File: src/hw/rtl/wms_pkg.sv
// wms_pkg: shared types and constants for the winnowing minhash signature block
// depends on nothing; used by wms_front, wms_queue, wms_back and the top level
package wms_pkg;

    localparam logic [63:0] MIX_GOLDEN = 64'h9e3779b97f4a7c15;
    localparam logic [63:0] MIX_MUL_A  = 64'hbf58476d1ce4e5b9;
    localparam logic [63:0] MIX_MUL_B  = 64'h94d049bb133111eb;
    localparam int          MIX_SHIFT_A = 30;
    localparam int          MIX_SHIFT_B = 27;
    localparam int          MIX_SHIFT_C = 31;

    localparam logic KIND_FINGERPRINT = 1'b0;
    localparam logic KIND_SIGNATURE   = 1'b1;

    // one classified word from front to back
    typedef struct packed {
        logic        has_fp;
        logic [63:0] fp;
        logic        eos;
    } task_t;

endpackage

File: src/hw/rtl/wms_queue.sv
// wms_queue: small task fifo between front and back
// depends on wms_pkg for task_t
module wms_queue #(
    parameter int DEPTH = 2
) (
    input  logic           clk,
    input  logic           rst_n,
    input  logic           wr_valid,
    output logic           wr_stall,
    input  wms_pkg::task_t wr_word,
    output logic           rd_valid,
    input  logic           rd_stall,
    output wms_pkg::task_t rd_word
);
    localparam int AW = (DEPTH > 1) ? $clog2(DEPTH) : 1;
    localparam int CW = $clog2(DEPTH + 1);

    wms_pkg::task_t slot_reg [DEPTH];
    logic [AW-1:0]  wp_reg, rp_reg;
    logic [CW-1:0]  cnt_reg;
    logic           push, pop;

    assign wr_stall = (32'(cnt_reg) == DEPTH);
    assign rd_valid = (cnt_reg != '0);
    assign rd_word  = slot_reg[rp_reg];
    assign push     = wr_valid && !wr_stall;
    assign pop      = rd_valid && !rd_stall;

    always_ff @(posedge clk)
    begin
        if (push)
            slot_reg[wp_reg] <= wr_word;
    end

    always_ff @(posedge clk or negedge rst_n)
    begin
        if (!rst_n)
        begin
            wp_reg  <= '0;
            rp_reg  <= '0;
            cnt_reg <= '0;
        end
        else
        begin
            if (push)
                wp_reg <= (32'(wp_reg) == DEPTH - 1) ? AW'(0) : wp_reg + AW'(1);
            if (pop)
                rp_reg <= (32'(rp_reg) == DEPTH - 1) ? AW'(0) : rp_reg + AW'(1);
            if (push && !pop)
                cnt_reg <= cnt_reg + CW'(1);
            else if (pop && !push)
                cnt_reg <= cnt_reg - CW'(1);
        end
    end

endmodule

File: config.mk
export PLATFORM = sky130hd
export DESIGN_NAME = wms_queue
export DESIGN_NICKNAME = d
export VERILOG_FILES = /design/src/hw/rtl/wms_pkg.sv /design/src/hw/rtl/wms_queue.sv
export SDC_FILE = /design/constraint.sdc
export NUM_CORES = 1
export LEC_CHECK = 0
export ABC_AREA = 1
export ABC_CLOCK_PERIOD_IN_PS = 4390
export BUFFER_PORTS_ARGS = -buffer_cell sky130_fd_sc_hd__buf_2
export CAP_MARGIN = 0
export CORE_MARGIN = 2
export CORE_UTILIZATION = 52
export CTS_BUF_LIST = sky130_fd_sc_hd__clkbuf_16
export CTS_CLUSTER_SIZE = 8
export DETAILED_ROUTE_END_ITERATION = 7
export PLACE_DENSITY = 0.9
export SLEW_MARGIN = 20
export SYNTH_ARGS = -nofsm -noshare
export SYNTH_HDL_FRONTEND = slang
export SYNTH_SLANG_ARGS = --single-unit
File: constraint.sdc
create_clock -name clk -period 4.39 [get_ports clk]
set_input_delay 0.6585 -clock clk [delete_from_list [all_inputs] [get_ports clk]]
set_output_delay 0.6585 -clock clk [all_outputs]
set_load 0.005 [all_outputs]
Yosys cells after proc, flatten, opt, wreduce, memory -nomap -nowiden
Memories as Yosys holds them, arrays and structs flattened.
Index checks and enable logic that the tools add are counted.
- logic and storage cells: 25
- bits in writable memories: 132
- output and inout port bits: 68
- memories: 1
- bits of input ports: 70
- bits in registers: 4
- memories (name ; words ; bits a word ; rd ports ; clocked after memory_dff ; wr ports ; line ; RTL):
    slot_reg ; 2 ; 66 ; 1 ; 0 ; 1 ; wms_queue.sv:18 ; wms_pkg::task_t slot_reg [DEPTH];
- muxes and demuxes: 6
- reduce and logical (&&, ||, !) cells: 10
- equality and inequality tests: 1
- add/sub/neg operators: 4
- operators with widths (cell ; count):
    logical AND 1 bit ; 4
    logical NOT 1 bit ; 4
    two-way mux 1 bit ; 4
    two-way mux 2 bit ; 2
    nonzero test 2 bit ; 2
    adder 1 bit (second input constant) ; 2
    adder 2 x 1 -> 2 bit (second input constant) ; 1
    equality test 2 bit (second input constant) ; 1
    subtractor 2 x 1 -> 2 bit (second input constant) ; 1

Logic depth before layout (Yosys ltp)
- depth in word-level cells: 7
- gate-level depth with buffers: 9
- mapped depth without buffers: 9

Least setup slack after synthesis
No wires, ideal clock.
- path type: input to register
- from: input wr_valid
- to: memory slot_reg[1][0] (netlist name) (enable)
- cell stages on the path: 2
- required time: 3.900 ns
- slack: 0.378 ns
- path buffers: 0
- library setup time: 0.490 ns
- data arrival time: 3.521 ns
- cell sequence: o21ai_0 > nor2_1
- cells in the longest elaborated chain, start to end: 3
- RTL lines (what ; line ; RTL):
    start, declared ; wms_queue.sv:8 ; input logic wr_valid,
    logical AND 1 bit ; wms_queue.sv:26 ; assign push = wr_valid && !wr_stall;
    two-way mux 1 bit ; wms_queue.sv:31 ; if (push)
    two-way mux 1 bit (not written as such) ; wms_queue.sv:32 ; slot_reg[wp_reg] <= wr_word;
    end, declared ; wms_queue.sv:18 ;
No other way between the ends.

==> impl_results.md <==
* Critical path launch point: rp_reg
* Num CTS Buffers at 17
* Synthesized area per cell at 13.4 sq um
* Total wire length at 9760 um
* Placed Area at 0.00582 sq mm
* CTS Sinks at 136
* Global route total overflow at 0
* Crit-path most repeated cell: nand2_1
* Post-CTS Resized at 0
* Final hold vios at 0
* Setup ws final at between 1.5 and 2 ns
* RSZ-0062 raised after global routing: no
* Fin nets at 594
* Average wire per standard cell at around 15 um
* Status: completed
* Period utilization at ~60%
* Synth top area share at between 70% and 80%
* Max Used Layer: met4
* Sw Pwr at 1.34 mW
* Setup Skew at 0.00788 ns
* Met3 WL at 592 um
* Switch share at 30.7%
* Initial antenna violation count at 0
* Fmax achieved at 0.377 GHz
* Most common cell after layout, fill and taps aside: nand2_1
* Post-route antenna net violation count at 0
* H-tree lvl count at 4
* Row count at 35
* Crit end category: output pin
* First-pass GRT wire length at 14500 um
* Post-Place Cells at 633
* Syn nets at roughly 450
* Largest net degree at the start of global routing at just under 70
* Pint at roughly 3.0 mW
* Iteration-0 DRC Markers at 151
* Worst slew margin at between 30% and 40%
* CTS tree: built
* Vias at 3246
* Longest Clk Path Bufs at 2
* Area Overhead vs Synth at 26.5%
* # setup viols final at 0
* Crit-path max cell delay at between 0.6 and 0.7 ns
* Worst-Margin Slew at 0.984 ns
* # Max-Cap Violations at 0
* Die Span Y at 103 um
* Post-CTS Setup Inserts at 0
* Die Width at 103 um
* Peak supply drop at between 300 and 400 uV
* Core area at 0.00933 sq mm
* Router iterations before antenna repair at 4
* Power Density at 682 mW/mm^2
* Tot Pwr at 4.36 mW
* PortBufs at roughly 140
* Top area cells in the synthesized netlist: edfxtp_1 79%, nand2_1 16%, dfrtp_1 2.0%
* Setup TNS at 0 ns
* Distinct cell type count after synthesis at 14
* Synthesized cell area at 0.00505 sq mm
* Io pins at 138
* Yosys warnings at 0
* # hold bufs at CTS at 0
* Pre-CTS setup slack at 1.84 ns
* Hold WC Path Type: in2async
* Reg power frac at 42.5%
* Max FFs per register at 132
* DP HPWL at about 6300 um
* CP cell instances: clkinv_2 -> nand2_1 -> nand2_1 -> buf_2
* Share of cells above drive strength 1 at approximately a third
* Root Buffer: clkbuf_16
* Synth area leader: edfxtp_1
* Final min period at 2.65 ns
* Combinational share of power at a little over a quarter
* Fin. max-slew vios at 0
* Setup crit start kind: register
* Vias per cell at 4.88
* Clock slew at reported path FFs at 0.06 ns
* CP arrival at around 2.0 ns
* Seq/Total Area, Yosys at 80.5%
* Final Non-Filler Cells at 665
* Die area at between 0.01 and 0.015 sq mm
* # DRC at 0
* Register bit total from synthesis at 136
* Synth Instances at 378
* Clock Power Share at a little under a third
* Met1 wire length at 3730 um
* Final Instance Area at 0.00638 sq mm
* Leak Pwr at 2.81 nW
* Crit path max-delay family: buffers and inverters
* Worst-path fanout max at between 60 and 70
* Crit path max-delay cell type: clkinv_2
* WP data required at 3.73 ns
* CP bufs+invs at 2
* Most frequent cells in the layout: 209 x nand2_1, 137 x buf_2, 132 x edfxtp_1, 17 x clkbuf_16, 9 x clkinv_2
* Start of the worst register-to-register path: cnt_reg[1]
* GRT Total Usage at 19.0%
* Vias in the first global route at 3149
* Antenna diodes at 0
* Initial Utilization at 54.1%
* WS Path Type: reg2out
* Insertion delay to the later sink of the worst-skew pair at 0.40 ns
* Routability cong. at 0.831
* Metal2 WL at 5140 um
## path summary, 6_finish.rpt
path	to	slack (ns)	cells after the start
max in group asynchronous	rp_reg	4.20	1
min in group clk	slot_reg[1][40]	0.45	1
worst min-delay path	cnt_reg[0]	0.06	1
worst max-delay path	rd_word[27]	1.74	4
worst max register to register	slot_reg[0][49]	2.10	6
worst min register to register	cnt_reg[1]	0.48	2
## cells by family (layout without fill, tap and decap cells)
group,count (synthesis),in the layout,share of synthesized area [%]
flops,136,136,80.5
compound gates,1,1,0.0991
fa+ha+maj,1,1,0.248
buf+inv,24,182,2.88
simple gates,215,215,16.1
xor+xnor,1,1,0.174
## per-stage QoR
stage,utilization (%),hold WS (ns)
after floorplan,-,0.363
after global placement,62.4,0.456
after detailed placement,62.4,0.469
after CTS,68.4,0.0429
after global routing,68.5,0.0402
final,68.5,0.0550
## final cells by class
type	instances	area, sq um
clock buffers	17	425
clock inverters	15	136
fillers	654	2940
inverters	9	35.0
multi-input cells	218	846
flip-flops and latches	136	4070
well taps	129	161
repair buffers	141	716
## Yosys cell counts
master	n
nand3_1	2
dfrtp_1	4
buf_2	8
o21ai_0	1
xnor2_1	1
buf_4	2
ha_1	1
buf_6	5
edfxtp_1	132
inv_1	8
nor2_1	3
nand2_1	209
nand4_1	1
inv_2	1
## layer usage
metal  up-vias  GRT usage, %
met2       132          32.2
met1      1522          21.2
met5         -             0
met3        28          6.24
li1       1564             -
met4         0          10.7
## power groups by stage
| stage | clock network [mW] | registers [mW] | logic, mW |
|---|---|---|---|
| 6_report | 1.32 | 1.85 | 1.18 |
| 4_1_cts | 1.34 | 1.85 | 1.20 |
| 5_1_grt | 1.40 | 1.87 | 1.34 |
| 3_5_place_dp | 0 | 1.88 | 1.19 |
| 3_3_place_gp | 0 | 1.86 | 1.15 |
| 2_1_floorplan | 0 | 1.87 | 0.717 |
(Power assumes the default switching activity.)
